[src/hw/rtl/pft_pkg.sv]
// types and constants shared by the polygon fan triangulator modules
// no dependencies
package pft_pkg;

	localparam int FIELD_W = 24;
	localparam int TDATA_W = 3 * FIELD_W;

	localparam logic [FIELD_W-1:0] TRI_DEGREE = FIELD_W'(3);

	// output sequence positions within one triangle
	localparam logic [1:0] STEP_HDR   = 2'd0;
	localparam logic [1:0] STEP_FIRST = 2'd1;
	localparam logic [1:0] STEP_PREV  = 2'd2;
	localparam logic [1:0] STEP_CUR   = 2'd3;

	typedef struct packed {
		logic [FIELD_W-1:0] c;
		logic [FIELD_W-1:0] b;
		logic [FIELD_W-1:0] a;
	} corner_t;

	typedef struct packed {
		logic               rec;
		logic [FIELD_W-1:0] mat;
		corner_t            first;
		corner_t            prev;
		corner_t            cur;
	} tri_t;

endpackage

[src/hw/rtl/pft_track.sv]
// polygon stream tracker: header/corner position, first and previous corner
// depends on pft_pkg
module pft_track (
	input  logic             clk,
	input  logic             arst_n,
	input  logic             take,
	input  pft_pkg::corner_t cur,
	input  logic             emit_records,
	output logic             go,
	output pft_pkg::tri_t    tri_out
);

	logic                        expect_q;
	logic [pft_pkg::FIELD_W-1:0] left_q;
	logic [1:0]                  seen_q;
	logic                        skip_q;
	logic [pft_pkg::FIELD_W-1:0] mat_q;
	pft_pkg::corner_t            first_q;
	pft_pkg::corner_t            prev_q;

	logic [pft_pkg::FIELD_W-1:0] left_dec;

	assign left_dec = left_q - pft_pkg::FIELD_W'(1);
	assign go       = !expect_q && !skip_q && (seen_q == 2'd2);

	assign tri_out.rec   = emit_records;
	assign tri_out.mat   = mat_q;
	assign tri_out.first = first_q;
	assign tri_out.prev  = prev_q;
	assign tri_out.cur   = cur;

	always_ff @(posedge clk or negedge arst_n) begin
		if (!arst_n) begin
			expect_q <= 1'b1;
			left_q   <= '0;
			seen_q   <= 2'd0;
			skip_q   <= 1'b0;
			mat_q    <= '0;
		end else if (take) begin
			if (expect_q) begin
				left_q   <= cur.a;
				seen_q   <= 2'd0;
				mat_q    <= cur.b;
				skip_q   <= (cur.a < pft_pkg::TRI_DEGREE);
				expect_q <= (cur.a == '0);
			end else begin
				left_q <= left_dec;
				if (left_dec == '0) begin
					expect_q <= 1'b1;
					skip_q   <= 1'b0;
					seen_q   <= 2'd0;
				end else if (!skip_q && seen_q != 2'd2) begin
					seen_q <= seen_q + 2'd1;
				end
			end
		end
	end

	// corner stores: written before read within a polygon
	always_ff @(posedge clk) begin
		if (take && !expect_q && !skip_q) begin
			if (seen_q == 2'd0) begin
				first_q <= cur;
			end else begin
				prev_q <= cur;
			end
		end
	end

endmodule

[src/hw/rtl/pft_emit.sv]
// triangle buffer, output sequencer: one item per cycle into out reg unless stalled
// depends on pft_pkg
module pft_emit (
	input  logic                        clk,
	input  logic                        arst_n,
	input  logic                        load,
	input  pft_pkg::tri_t               tri_in,
	output logic                        free,
	output logic                        m_tvalid,
	input  logic                        m_tready,
	output logic [pft_pkg::TDATA_W-1:0] m_tdata,
	output logic                        m_tlast
);

	pft_pkg::tri_t tri_s2;
	logic          vld_s2;
	logic [1:0]    step_s2;

	logic                        out_valid_q;
	logic [pft_pkg::TDATA_W-1:0] out_data_q;
	logic                        out_last_q;

	logic                        out_load;
	logic                        last_step;
	pft_pkg::corner_t            item;

	assign last_step = (step_s2 == pft_pkg::STEP_CUR);
	assign out_load  = vld_s2 && (!out_valid_q || m_tready);
	assign free      = !vld_s2 || (out_load && last_step);

	always_comb begin
		unique case (step_s2)
			pft_pkg::STEP_HDR: begin
				item.a = pft_pkg::TRI_DEGREE;
				item.b = tri_s2.mat;
				item.c = '0;
			end
			pft_pkg::STEP_FIRST: item = tri_s2.first;
			pft_pkg::STEP_PREV:  item = tri_s2.prev;
			default:             item = tri_s2.cur;
		endcase
		if (!tri_s2.rec) begin
			item.b = '0;
			item.c = '0;
		end
	end

	always_ff @(posedge clk or negedge arst_n) begin
		if (!arst_n) begin
			vld_s2  <= 1'b0;
			step_s2 <= pft_pkg::STEP_HDR;
		end else if (load) begin
			vld_s2  <= 1'b1;
			step_s2 <= tri_in.rec ? pft_pkg::STEP_HDR : pft_pkg::STEP_FIRST;
		end else if (out_load) begin
			if (last_step) begin
				vld_s2 <= 1'b0;
			end else begin
				step_s2 <= step_s2 + 2'd1;
			end
		end
	end

	always_ff @(posedge clk) begin
		if (load) begin
			tri_s2 <= tri_in;
		end
	end

	always_ff @(posedge clk or negedge arst_n) begin
		if (!arst_n) begin
			out_valid_q <= 1'b0;
		end else if (out_load) begin
			out_valid_q <= 1'b1;
		end else if (m_tready) begin
			out_valid_q <= 1'b0;
		end
	end

	always_ff @(posedge clk) begin
		if (out_load) begin
			out_data_q <= item;
			out_last_q <= last_step;
		end
	end

	assign m_tvalid = out_valid_q;
	assign m_tdata  = out_data_q;
	assign m_tlast  = out_last_q;

endmodule

[src/hw/rtl/polygon_fan_triangulator.sv]
// Polygon fan triangulator. Input transactions are raw mesh words: a header
// (degree, material) followed by degree corners; polygons under three corners
// are dropped. From the third corner on each corner yields one fan triangle:
// four output transactions (header 3/material/0, first, previous, current
// corner) when emit_records is 1, or three position-only transactions when 0,
// tlast on the final one. The output register moves one transaction per
// cycle unless m_tready stalls it; a header or corner is taken only once
// the triangle buffer is free. All input fields are masked to INDEX_BITS.
// Words pass the input register, triangle buffer and output register.
// emit_records may only be written while the block is idle.
// depends on pft_pkg, pft_track, pft_emit
module polygon_fan_triangulator #(
	parameter int INDEX_BITS = 24
) (
	input  logic                        clk,
	input  logic                        arst_n,
	input  logic                        s_tvalid,
	output logic                        s_tready,
	input  logic [pft_pkg::TDATA_W-1:0] s_tdata,  // word_a, word_b, word_c
	output logic                        m_tvalid,
	input  logic                        m_tready,
	output logic [pft_pkg::TDATA_W-1:0] m_tdata,  // out_a, out_b, out_c
	output logic                        m_tlast,  // run_last
	input  logic                        emit_records_we,
	input  logic                        emit_records_wdata
);

	localparam int IW = (INDEX_BITS < pft_pkg::FIELD_W) ? INDEX_BITS : pft_pkg::FIELD_W;
	localparam logic [pft_pkg::FIELD_W-1:0] IDX_MASK =
		pft_pkg::FIELD_W'((33'd1 << IW) - 33'd1);

	logic             emit_q;
	logic             valid_s1;
	pft_pkg::corner_t word_s1;
	logic             take;
	logic             go;
	logic             free;
	pft_pkg::tri_t    tri_w;
	pft_pkg::corner_t in_word;

	assign in_word.a = s_tdata[pft_pkg::FIELD_W-1:0] & IDX_MASK;
	assign in_word.b = s_tdata[2*pft_pkg::FIELD_W-1:pft_pkg::FIELD_W] & IDX_MASK;
	assign in_word.c = s_tdata[3*pft_pkg::FIELD_W-1:2*pft_pkg::FIELD_W] & IDX_MASK;

	assign take     = valid_s1 && free;
	assign s_tready = !valid_s1 || take;

	always_ff @(posedge clk or negedge arst_n) begin
		if (!arst_n) begin
			emit_q <= 1'b1;
		end else if (emit_records_we) begin
			emit_q <= emit_records_wdata;
		end
	end

	always_ff @(posedge clk or negedge arst_n) begin
		if (!arst_n) begin
			valid_s1 <= 1'b0;
		end else if (s_tvalid && s_tready) begin
			valid_s1 <= 1'b1;
		end else if (take) begin
			valid_s1 <= 1'b0;
		end
	end

	always_ff @(posedge clk) begin
		if (s_tvalid && s_tready) begin
			word_s1 <= in_word;
		end
	end

	pft_track u_track (
		.clk          (clk),
		.arst_n       (arst_n),
		.take         (take),
		.cur          (word_s1),
		.emit_records (emit_q),
		.go           (go),
		.tri_out      (tri_w)
	);

	pft_emit u_emit (
		.clk      (clk),
		.arst_n   (arst_n),
		.load     (take && go),
		.tri_in   (tri_w),
		.free     (free),
		.m_tvalid (m_tvalid),
		.m_tready (m_tready),
		.m_tdata  (m_tdata),
		.m_tlast  (m_tlast)
	);

endmodule

[config.mk]
export PLATFORM = sky130hd
export DESIGN_NAME = polygon_fan_triangulator
export DESIGN_NICKNAME = d
export VERILOG_FILES = /design/src/hw/rtl/pft_pkg.sv /design/src/hw/rtl/pft_track.sv /design/src/hw/rtl/pft_emit.sv /design/src/hw/rtl/polygon_fan_triangulator.sv
export SDC_FILE = /design/constraint.sdc
export NUM_CORES = 1
export LEC_CHECK = 0
export BUFFER_PORTS_ARGS = -buffer_cell sky130_fd_sc_hd__clkbuf_2
export CORE_UTILIZATION = 53
export DETAILED_ROUTE_END_ITERATION = 10
export PLACE_DENSITY = 0.71
export SYNTH_ARGS = -nofsm -noshare
export SYNTH_HDL_FRONTEND = slang
export SYNTH_HIERARCHICAL = 1
export SYNTH_SLANG_ARGS = --single-unit
export TNS_END_PERCENT = 10
[constraint.sdc]
create_clock -name clk -period 30 [get_ports clk]
set_clock_uncertainty 0.15 [all_clocks]
set_input_delay 4.5 -clock clk [delete_from_list [all_inputs] [get_ports clk]]
set_output_delay 4.5 -clock clk [all_outputs]
set_load 0.005 [all_outputs]
; After elaboration in Yosys (flattened, before gate mapping)
; Cells that the tools add are included.
[totals]
register_bits = 588
word_cells = 99
[op_classes]
add_sub_neg = 3
n_lt_le_gt_ge = 1
n_eq_ne = 6
muxes = 20
n_bitwise = 1
n_reduce_logical = 35
[op_table]
columns = cell, n
row1 = 72-bit case mux with 3 select lines, 1
row2 = 24-bit zero test, 2
row3 = 24-bit by 2-bit < comparator with 1-bit output (second input constant), 1
row4 = 24-bit 2-to-1 mux, 1
row5 = 24-bit by 1-bit subtractor with 24-bit output (second input constant), 1
row6 = 2-bit AND reduction, 7
row7 = 1-bit 2-to-1 mux, 12
row8 = 2-bit 2-to-1 mux, 6
row9 = 1-bit logical AND, 10
row10 = 2-bit nonzero test, 5
row11 = 2-bit equality test (second input constant), 3
row12 = 1-bit zero test, 5
row13 = 2-bit by 1-bit adder with 2-bit output (second input constant), 2
row14 = 2-bit zero test, 2
row15 = 1-bit logical OR, 3
row16 = 3-bit nonzero test, 1
row17 = 2-bit by 1-bit equality test with 1-bit output (second input constant), 1
row18 = 2-bit by 1-bit inequality test with 1-bit output (second input constant), 1
row19 = 2-bit inequality test (second input constant), 1
row20 = 1-bit NOT, 1

; Depth between registers and ports, before layout
; Gate-level depths: netlist (run 1).
[logic_depth]
depth_word = 9
ltp_mapped = 10
mapped_depth_nobuf = 8

; Cells and area by module
; The synthesis (run 1) kept the hierarchy.
[modules_own_cells]
columns = module, n_inst, cells_each, area_each_um2
row1 = pft_emit, 1, 571, 11320.9
row2 = pft_track, 1, 525, 7818.7
row3 = polygon_fan_triangulator, 1, 80, 2269.7

; Worst setup path after synthesis (run 1)
; Ideal clock, no wire load.
[synth_timing]
path_type = input port to flip-flop
start = input m_tready
end = register u_track.first_q, in the netlist u_track/tri_out[144] (enable)
setup_time_ps = 705
arrival_time_ps = 12959
required_time_ps = 29145
slack_ps = 16187
path_stages = 7
path_cell_list = nor2b_1 -> o21ai_0 -> and2_1 -> clkbuf_1 -> clkbuf_1 -> inv_1 -> nor4b_1
[synth_between]
elab_chain_len = 8
[synth_rtl]
columns = item, line_no
row1 = from (decl), polygon_fan_triangulator.sv:21  ; input logic m_tready,
row2 = 1-bit logical OR, pft_emit.sv:28  ; assign out_load = vld_s2 && (!out_valid_q || m_tready);
row3 = 1-bit logical AND, pft_emit.sv:28
row4 = 1-bit logical AND, pft_emit.sv:29  ; assign free = !vld_s2 || (out_load && last_step);
row5 = 1-bit logical OR, pft_emit.sv:29
row6 = via free, polygon_fan_triangulator.sv:37  ; logic free;
row7 = 1-bit logical AND, polygon_fan_triangulator.sv:45  ; assign take = valid_s1 && free;
row8 = via take, polygon_fan_triangulator.sv:35  ; logic take;
row9 = 1-bit logical AND (2 in a row), pft_track.sv:61  ; if (take && !expect_q && !skip_q) begin
row10 = 2-bit AND reduction (no line), -
row11 = to (signal assigned), pft_track.sv:63  ; first_q <= cur;
row12 = to (decl), pft_track.sv:18  ; pft_pkg::corner_t first_q;
; The timed path passes the listed nets, and every way through them passes these cells.
; A chain may end at the register's enable or synchronous reset.

; Final worst setup path (run 1)
[layout_timing]
start = input m_tready
end = output s_tready
[layout_between]
elab_chain_len = 6
[layout_rtl]
columns = item, line_no
row1 = 1-bit logical OR, pft_emit.sv:28
row2 = 1-bit logical AND, pft_emit.sv:28
row3 = 1-bit logical AND, pft_emit.sv:29
row4 = 1-bit logical OR, pft_emit.sv:29
row5 = via free, polygon_fan_triangulator.sv:37
row6 = 1-bit logical AND, polygon_fan_triangulator.sv:45
row7 = 1-bit logical OR, polygon_fan_triangulator.sv:46  ; assign s_tready = !valid_s1 || take;
row8 = to (decl), polygon_fan_triangulator.sv:18  ; output logic s_tready,
; The timed path passes the listed nets, and every way through them passes these cells.

==> flow_summary.yaml, run 1 <==
flow_run:
  drv_cap: 0
clock_network:
  clk_pin_slew_worst_paths_ns: 0.06
  cts_tree: "built"
  insertion_delay_ns: 0.61
  cts_setup_buffers: 0
  cts_buffers: 55
  cts.htree.levels: 2
  clock-sinks: 588
  cts-root-buf: "clkbuf_16"
  cts-resized-gates: 0
  cts_buffer_depth: 3
  hold_buffers: 0
sta:
  slew-limit-headroom_pct: 23.7
  maxSlewViolCount: 0
  fin_crit_sh_pct: 34.4
  setup_violations: 0
  min_period_ns: 10.33
  fin_hold_ws_ns: 0.262
  hold_violations: 0
  worst_pin_slew_ns: 1.14
  rsz0062_at_grt: "false"
  fmax_ghz: 0.0968
  fin_tns_setup_ns: 0
  fin_ws_ns: 19.67
place:
  routabilityCongestion: 0.792
  port_buffers: 152
  place_area_sq_mm: 0.0220
  dp_hpwl_mm: 21.2
  pre_cts_slack_ns: 19.70
  placed_cells: 1729
route:
  wl_per_cell_microns: 21.6
  drc_errors: 0
  finalWirelength_mm: 39.6
  drt_first_pass_iters: 5
  drt-vias-per-instance: 5.74
  vias: 10500
  postRouteAntennaNets: 0
  drt-initial-drc-count: 1078
critical_path:
  crit_required_ns: 25.35
  critPathArrivalTime_ns: 5.68
  cp-start-kind: "primary input"
  worst-path-max-fanout: 4
  r2r.worst_path.cells: 6
  critPathCaptureType: "primary output"
  worstSetupPathType: "primary input to primary output"
synth:
  synthTopCellsByArea: "edfxtp_1, dfrtp_1, buf_4"
  synth-seq-cells: 588
  synth_mux_area_share_pct: 1.43
  synth_area_sq_mm: 0.0214
  syn-num-nets: 1262
  synthSimpleGateAreaFrac_pct: 3.71
  synth_xor_xnor_area_share_pct: 0.0818
  synth_compound_area_share_pct: 8.67
  ys_warn_count: 6
  yosys.area.top_type: "edfxtp_1"
  ys_seq_area_share_pct: 81.1
  synthCells: 1176
  synthFlopType: "edfxtp_1"
  synth_top_area_share_pct: 74.3
  syn_avg_cell_area_sq_um: 18.2
  synth_edf_count: 530
  synth_top_family_by_area: "compound AO/OA/AOI/OAI gates"
  synth_adder_area_share_pct: 0.468
  synth-async-reset-ratio_pct: 9.86
  synth_cell_types: 63
global_routing:
  grt_max_degree: 94
  grt_pass1_vias: 10400
  grt_overflow: 0
  grt_first_pass_wirelength_mm: 60.5
  grt_use_total_pct: 19.5
  antenna_found_initial: 0
layout:
  layout-drive-gt1-share_pct: 22.5
  fin_util_pct: 59.9
  final_nets: 1347
  final_common_cell: "edfxtp_1"
  design_area_sq_mm: 0.0238
  mostFrequentLayoutCells: "edfxtp_1, clkbuf_2, o21ai_0, dfrtp_1, clkbuf_16"
  n_antenna_cell: 0
  fill_cells: 2916
  areaGrowthSynthToFinish_pct: 11.4
  final_cells: 1832
die:
  die_area_sq_mm: 0.0412
  core_sq_mm: 0.0398
  initial_core_util_pct: 53.8
  io-pin-count: 153
  die_height_microns: 203
  die_w_microns: 203
  rows: 73
power_and_ir_drop:
  power_density_mw_per_mm2: 85.3
  p_leak_nw: 8.30
  finalPower_mw: 2.03
  ir_worst_vdd_mv: 0.0540
status:
  status: "finished clean"
min_path:
  min_path_type: "flip-flop to flip-flop"
  hold_path_depth: 0
==> sequential cells by signal (all words and copies together), names as in the netlist <==
register,count
u_track/skip_q,1
u_track/expect_q,1
u_emit/step_s2,2
valid_s1,1
u_track/tri_out,144
u_emit/m_tvalid,1
u_emit/m_tdata,72
u_track/mat_q,24
u_track/seen_q,2
u_track/left_q,24
u_emit/vld_s2,1
u_emit/m_tlast,1
emit_q,1
u_emit/tri_s2,241
word_s1,72
==> path summary, 6_finish.rpt <==
check / from / endpoint / slack [ns]
max in group asynchronous: arst_n / u_track/left_q[6]$_DFFE_PN0P_ / 25.19
hold reg to reg: u_track/tri_out[167]$_DFFE_PP_ / u_emit/tri_s2[167]$_DFFE_PP_ / 0.26
setup reg to reg: u_emit/step_s2[0]$_DFFE_PN0P_ / u_emit/tri_s2[152]$_DFFE_PP_ / 24.67
hold / removal: u_track/tri_out[167]$_DFFE_PP_ / u_emit/tri_s2[167]$_DFFE_PP_ / 0.26
min in group asynchronous: arst_n / u_track/mat_q[15]$_DFFE_PN0P_ / 3.93
setup / recovery: m_tready / s_tready / 19.67
==> where the power goes <==
| group | internal [mW] | switching [mW] | total, mW |
|---|---|---|---|
| clock network | 0.399 | 0.291 | 0.690 |
| registers | 0.984 | 0.0523 | 1.04 |
| logic | 0.117 | 0.190 | 0.308 |
| total | 1.50 | 0.534 | 2.03 |
==> worst max-delay path: stages <==
cell and delay, ns:
clkbuf_2 0.09, nor2b_1 0.06, o21ai_0 0.62, nand2b_4 0.28, clkbuf_2 0.11
==> synth_stat cells (5+ instances only) <==
library cell,n
a21oi_1,44
a221o_1,24
a222oi_1,24
a22o_1,14
a22oi_1,22
buf_2,19
buf_4,74
buf_6,16
clkbuf_1,23
dfrtp_1,56
edfxtp_1,530
ha_1,8
inv_1,9
mux2_2,25
nand2_1,46
nand2b_1,8
nand3_1,12
nor2_1,20
nor3_1,11
nor4_1,10
o211a_1,24
o21ai_0,75
o22ai_1,13
or4_1,5
==> area by class of cell <==
| cell class | instances | area, sq um | area share [%] |
|---|---|---|---|
| inverters | 10 | 40.0 | 0.168 |
| clock inverters | 29 | 305 | 1.28 |
| well taps | 525 | 657 | 2.75 |
| repair buffers | 162 | 836 | 3.50 |
| flip-flops and latches | 588 | 17400 | 72.8 |
| multi-input cells | 444 | 3120 | 13.1 |
| clock buffers | 74 | 1520 | 6.36 |
==> cell families after synthesis <==
kind of cell | Yosys count
DFF | 588
AOI/OAI and AO/OA | 261
and+or+nand+nor | 146
buffers and inverters | 144
muxes | 27
adders and majority gates | 8
xor gates and xnor gates | 2
==> routing by layer <==
metal	wire [microns]	track usage (%)
met1	16800	26.9
met2	19600	31.8
met3	2320	3.13
met4	804	6.34
met5	0	0
(Power assumes the default switching activity.)
==> run 2, diff against run 1 <==
==> constraint.sdc (replaced) <==
create_clock -name clk -period 9.95 [get_ports clk]
set_clock_uncertainty 0.15 [all_clocks]
set_input_delay 1.4925 -clock clk [delete_from_list [all_inputs] [get_ports clk]]
set_output_delay 1.4925 -clock clk [all_outputs]
set_load 0.005 [all_outputs]
==> flow_summary.yaml, run 2 (synthesized netlist as in run 1, its figures left out) <==
layout:
  largest_reg_flops: 241
  mostFrequentLayoutCells: "edfxtp_1, clkbuf_2, o21ai_0, clkbuf_16, dfrtp_1"
  fin_util_pct: 60.1
  layout-drive-gt1-share_pct: 22.9
  areaGrowthSynthToFinish_pct: 11.7
  final_nets: 1350
  final_common_cell: "edfxtp_1"
  n_antenna_cell: 0
  largest_register: "u_emit/tri_s2"
die:
  io-pin-count: 153
  initial_core_util_pct: 53.8
  die_area_sq_mm: 0.0412
  core_sq_mm: 0.0398
  die_height_microns: 203
  die_w_microns: 203
  rows: 73
global_routing:
  antenna_found_initial: 0
  grt_max_degree: 99
  grt_first_pass_wirelength_mm: 58.0
  grt_pass1_vias: 10300
  grt_use_total_pct: 18.7
  grt_overflow: 0
critical_path:
  critPathCaptureType: "primary output"
  crit_required_ns: 8.31
  critPathArrivalTime_ns: 2.65
  cp.buffers_inverters: 2
  worstSetupPathType: "flip-flop to primary output"
  regToRegStartpoint: "u_emit/step_s2[0]$_DFFE_PN0P_"
  reg2reg_to: "u_emit/step_s2[0]$_DFFE_PN0P_"
  crit_slowest_cell: "inv_4"
  worst-path-max-fanout: 79
  r2r.worst_path.cells: 8
  cp_top_family: "buffers and inverters"
  r2r_setup_slack_ns: 5.97
  cp-start-kind: "flip-flop"
  path_cells: "ha_2, inv_4, o21ai_0, nand2b_4, clkbuf_2"
  cpPeakStageDelay_ns: 0.57
min_path:
  hold_path_depth: 0
  hp-start: "u_track/tri_out[192]$_DFFE_PP_"
  hold_end: "u_emit/tri_s2[192]$_DFFE_PP_"
  min_path_type: "flip-flop to flip-flop"
route:
  postRouteAntennaNets: 0
  wl_per_cell_microns: 20.8
  drt-vias-per-instance: 5.71
  finalWirelength_mm: 38.2
  drc_errors: 0
  drt-initial-drc-count: 868
  drt_first_pass_iters: 6
  vias: 10500
sta:
  min_period_ns: 4.29
  rsz0062_at_grt: "false"
  worst_pin_slew_ns: 1.18
  hold_violations: 0
  maxSlewViolCount: 0
  fin_crit_sh_pct: 43.2
  fmax_ghz: 0.233
  setup_violations: 0
  slew-limit-headroom_pct: 21.3
  fin_ws_ns: 5.66
clock_network:
  clk_pin_slew_worst_paths_ns: 0.06
  cts_buffers: 56
  clock-sinks: 588
  cts_setup_buffers: 0
  hold_buffers: 0
  cts.htree.levels: 2
  insertion_delay_ns: 0.60
  cts-resized-gates: 0
  cts_tree: "built"
  cts-root-buf: "clkbuf_16"
  cts_buffer_depth: 3
place:
  port_buffers: 152
  pre_cts_slack_ns: 5.37
  routabilityCongestion: 0.832
  dp_hpwl_mm: 21.6
status:
  status: "finished clean"
flow_run:
  drv_cap: 0
power_and_ir_drop:
  ir_worst_vdd_mv: 0.220
  power_density_mw_per_mm2: 258
  p_leak_nw: 8.32
[run 2: cell types whose count changed in the layout (fill, tap and decap cells not counted), sizes merged]
cell      delta
clkinvlp     +3
clkbuf       -2
bufinv       +1
inv          +2
buf          +2
clkinv       -2
[run 2: power breakdown]
group          internal, mW  switching, mW  leakage, nW
Sequential             2.97          0.152         5.56
Combinational         0.352          0.582         1.85
Clock                  1.23          0.880        0.913
Total                  4.56           1.61         8.32
[run 2: layer usage]
metal | part of all wire [%] | vias to the layer above | GRT usage [%]
li1 | - | 4791 | -
met1 | 41 | 5245 | 24.2
met3 | 6.7 | 66 | 3.21
met5 | 0 | - | 0
met4 | 2.9 | 0 | 7.12
met2 | 50 | 379 | 31.6
[run 2: worst max-delay path by stage]
stage | slack [ns] | end | depth (start not counted) | from
floorplan | -0.28 | u_track/tri_out[100]$_DFFE_PP_ | 7 | m_tready
global placement | 5.43 | u_emit/tri_s2[51]$_DFFE_PP_ | 6 | m_tready
detailed placement | 5.37 | u_emit/step_s2[0]$_DFFE_PN0P_ | 8 | m_tready
CTS | 5.58 | s_tready | 5 | u_emit/step_s2[0]$_DFFE_PN0P_
global route | 5.47 | s_tready | 5 | u_emit/step_s2[0]$_DFFE_PN0P_
finish | 5.66 | s_tready | 5 | u_emit/step_s2[0]$_DFFE_PN0P_
[run 2: through the flow]
step                      hold slack, ns  power [mW]  TNS (ns)  cell area [sq um]  cells
final                              0.256        6.17         0              23900   1836
after global routing               0.267        6.41         0              23900   1836
after CTS                          0.262        6.23         0              23900   1836
after detailed placement           0.255        4.11         0              22000   1731
after global placement             0.250        4.08         0              22000   1731
after floorplan                    0.250        3.83    -20.01              21400   1176
[run 2: cell type report]
class,count,area [sq um]
clock inverters,33,357
clock buffers,72,1510
multi-input cells,444,3130
fillers,2878,15900
flip-flops and latches,588,17400
inverters,10,40.0
well taps,525,657
repair buffers,164,851
==> run 3, diff against run 2 <==
--- a/config.mk
+++ b/config.mk
@@ -8,7 +8,7 @@
 export BUFFER_PORTS_ARGS = -buffer_cell sky130_fd_sc_hd__clkbuf_2
 export CORE_UTILIZATION = 53
 export DETAILED_ROUTE_END_ITERATION = 10
-export PLACE_DENSITY = 0.71
+export PLACE_DENSITY = 0.74
 export SYNTH_ARGS = -nofsm -noshare
 export SYNTH_HDL_FRONTEND = slang
 export SYNTH_HIERARCHICAL = 1
==> constraint.sdc (replaced) <==
create_clock -name clk -period 3.8 [get_ports clk]
set_clock_uncertainty 0.15 [all_clocks]
set_input_delay 0.57 -clock clk [delete_from_list [all_inputs] [get_ports clk]]
set_output_delay 0.57 -clock clk [all_outputs]
set_load 0.005 [all_outputs]
==> flow_summary.yaml, run 3 (synthesized netlist as in run 1, its figures left out) <==
status:
  status: "finished clean"
place:
  placed_cells: 1732
  pre_cts_slack_ns: 0.657
  dp_hpwl_mm: 21.2
  port_buffers: 152
  routabilityCongestion: 0.822
clock_network:
  cts-resized-gates: 0
  clock-sinks: 588
  insertion_delay_ns: 0.61
  cts_buffer_depth: 3
  cts.htree.levels: 2
  clk_pin_slew_worst_paths_ns: 0.07
  cts_setup_buffers: 0
  cts-root-buf: "clkbuf_16"
  cts_tree: "built"
  hold_buffers: 65
  cts_buffers: 57
sta:
  fmax_ghz: 0.324
  worst_pin_slew_ns: 1.24
  hold_violations: 0
  fin_tns_setup_ns: 0
  slew-limit-headroom_pct: 17.1
  setup_violations: 0
  min_period_ns: 3.08
  maxSlewViolCount: 0
  fin_ws_ns: 0.716
  fin_crit_sh_pct: 81.2
  rsz0062_at_grt: "false"
critical_path:
  crit_slowest_cell: "and2_4"
  crit_required_ns: 3.89
  worst-path-max-fanout: 72
  cp-start-kind: "flip-flop"
  critPathArrivalTime_ns: 3.17
  worstSetupPathType: "flip-flop to flip-flop"
  cpPeakStageDelay_ns: 0.53
  cp_top_family: "simple AND/OR/NAND/NOR gates"
  critPathCaptureType: "flip-flop"
  cp.buffers_inverters: 3
  path_cells: "ha_2, inv_6, o21ai_4, and2_4, clkinvlp_4, nor4b_4, buf_12"
layout:
  fill_cells: 2815
  areaGrowthSynthToFinish_pct: 15.5
  layout-drive-gt1-share_pct: 21.9
  n_antenna_cell: 0
  largest_reg_flops: 241
  final_cells: 1905
  largest_register: "u_emit/tri_s2"
  final_common_cell: "edfxtp_1"
  mostFrequentLayoutCells: "edfxtp_1, clkbuf_2, o21ai_0, dlygate4sd3_1, clkbuf_16"
  final_nets: 1417
global_routing:
  grt_pass1_vias: 10800
  grt_first_pass_wirelength_mm: 60.8
  grt_max_degree: 85
  grt-busiest-layer: "met2"
  grt_overflow: 0
  grt.met3_usage_pct: 3.53
  antenna_found_initial: 0
  globalRouteMet1Util_pct: 25.5
  use_met2_pct: 32.9
  grt_use_total_pct: 19.6
power_and_ir_drop:
  p_leak_nw: 8.63
  power_density_mw_per_mm2: 665
  ir_worst_vdd_mv: 0.476
  finalPower_mw: 16.4
route:
  postRouteAntennaNets: 0
  drt_first_pass_iters: 5
  drt-vias-per-instance: 5.65
  vias: 10800
  drc_errors: 0
  drt-initial-drc-count: 972
  wl_per_cell_microns: 21.0
  finalWirelength_mm: 39.9
min_path:
  min_path_type: "primary input to flip-flop"
die:
  die_height_microns: 203
  initial_core_util_pct: 53.8
  die_w_microns: 203
  die_area_sq_mm: 0.0412
  core_sq_mm: 0.0398
  io-pin-count: 153
  rows: 73
flow_run:
  drv_cap: 0
run 3: cell count changes in the layout (fill, tap and decap cells not counted), sizes merged:
cell	before	now
inv	13	12
buf	13	14
clkbuf	223	226
dlygate4sd3	0	65
bufinv	6	8
clkinv	20	19
run 3: per-stage QoR:
stage | hold slack, ns | instance area [sq um] | utilization [%]
CTS | 0.00173 | 24700 | 62.1
global route | 0.0109 | 24700 | 62.1
global placement | 0.250 | 22100 | 55.6
finish | 0.0266 | 24700 | 62.1
floorplan | 0.124 | 21500 | -
detailed placement | 0.255 | 22100 | 55.6
run 3: path summary, 6_finish.rpt:
check	startpoint	endpoint	slack, ns	cells after the start
max	u_emit/step_s2[0]$_DFFE_PN0P_	u_track/tri_out[173]$_DFFE_PP_	0.72	7
min	s_tdata[18]	word_s1[18]$_DFFE_PP_	0.03	1
max reg2reg	u_emit/step_s2[0]$_DFFE_PN0P_	u_track/tri_out[173]$_DFFE_PP_	0.72	7
min reg2reg	u_track/tri_out[97]$_DFFE_PP_	u_emit/tri_s2[97]$_DFFE_PP_	0.26	0
max in group asynchronous	arst_n	u_track/expect_q$_DFFE_PN1P_	2.12	3
min in group asynchronous	arst_n	u_track/mat_q[14]$_DFFE_PN0P_	0.45	2
run 3: per-layer routing:
metal  wire length (microns)  vias to the layer above
met3                    2450                       74
met2                   20200                      359
met4                    1130                        0
li1                        -                     4936
met1                   16100                     5393
met5                       0                        -
run 3: worst register-to-register path, stage by stage (launching register included):
cell	delay [ns]
dfrtp_1	0.44
ha_2	0.26
inv_6	0.04
o21ai_4	0.15
and2_4	0.53
clkinvlp_4	0.31
nor4b_4	0.36
buf_12	0.45
run 3: cell type report:
cell class	instances	area [sq um]	share of cell area (%)
inverters	10	46.3	0.187
clock inverters	33	412	1.66
flip-flops and latches	588	17400	70.2
repair buffers	230	1560	6.30
well taps	525	657	2.66
multi-input cells	444	3160	12.8
clock buffers	75	1530	6.20
run 3: power by group:
part	internal, mW	switching, mW	total [mW]	leakage, nW
sequential	7.77	0.412	8.19	5.56
combinational	0.985	1.52	2.50	2.13
clock	3.41	2.35	5.76	0.941
total	12.2	4.28	16.4	8.63
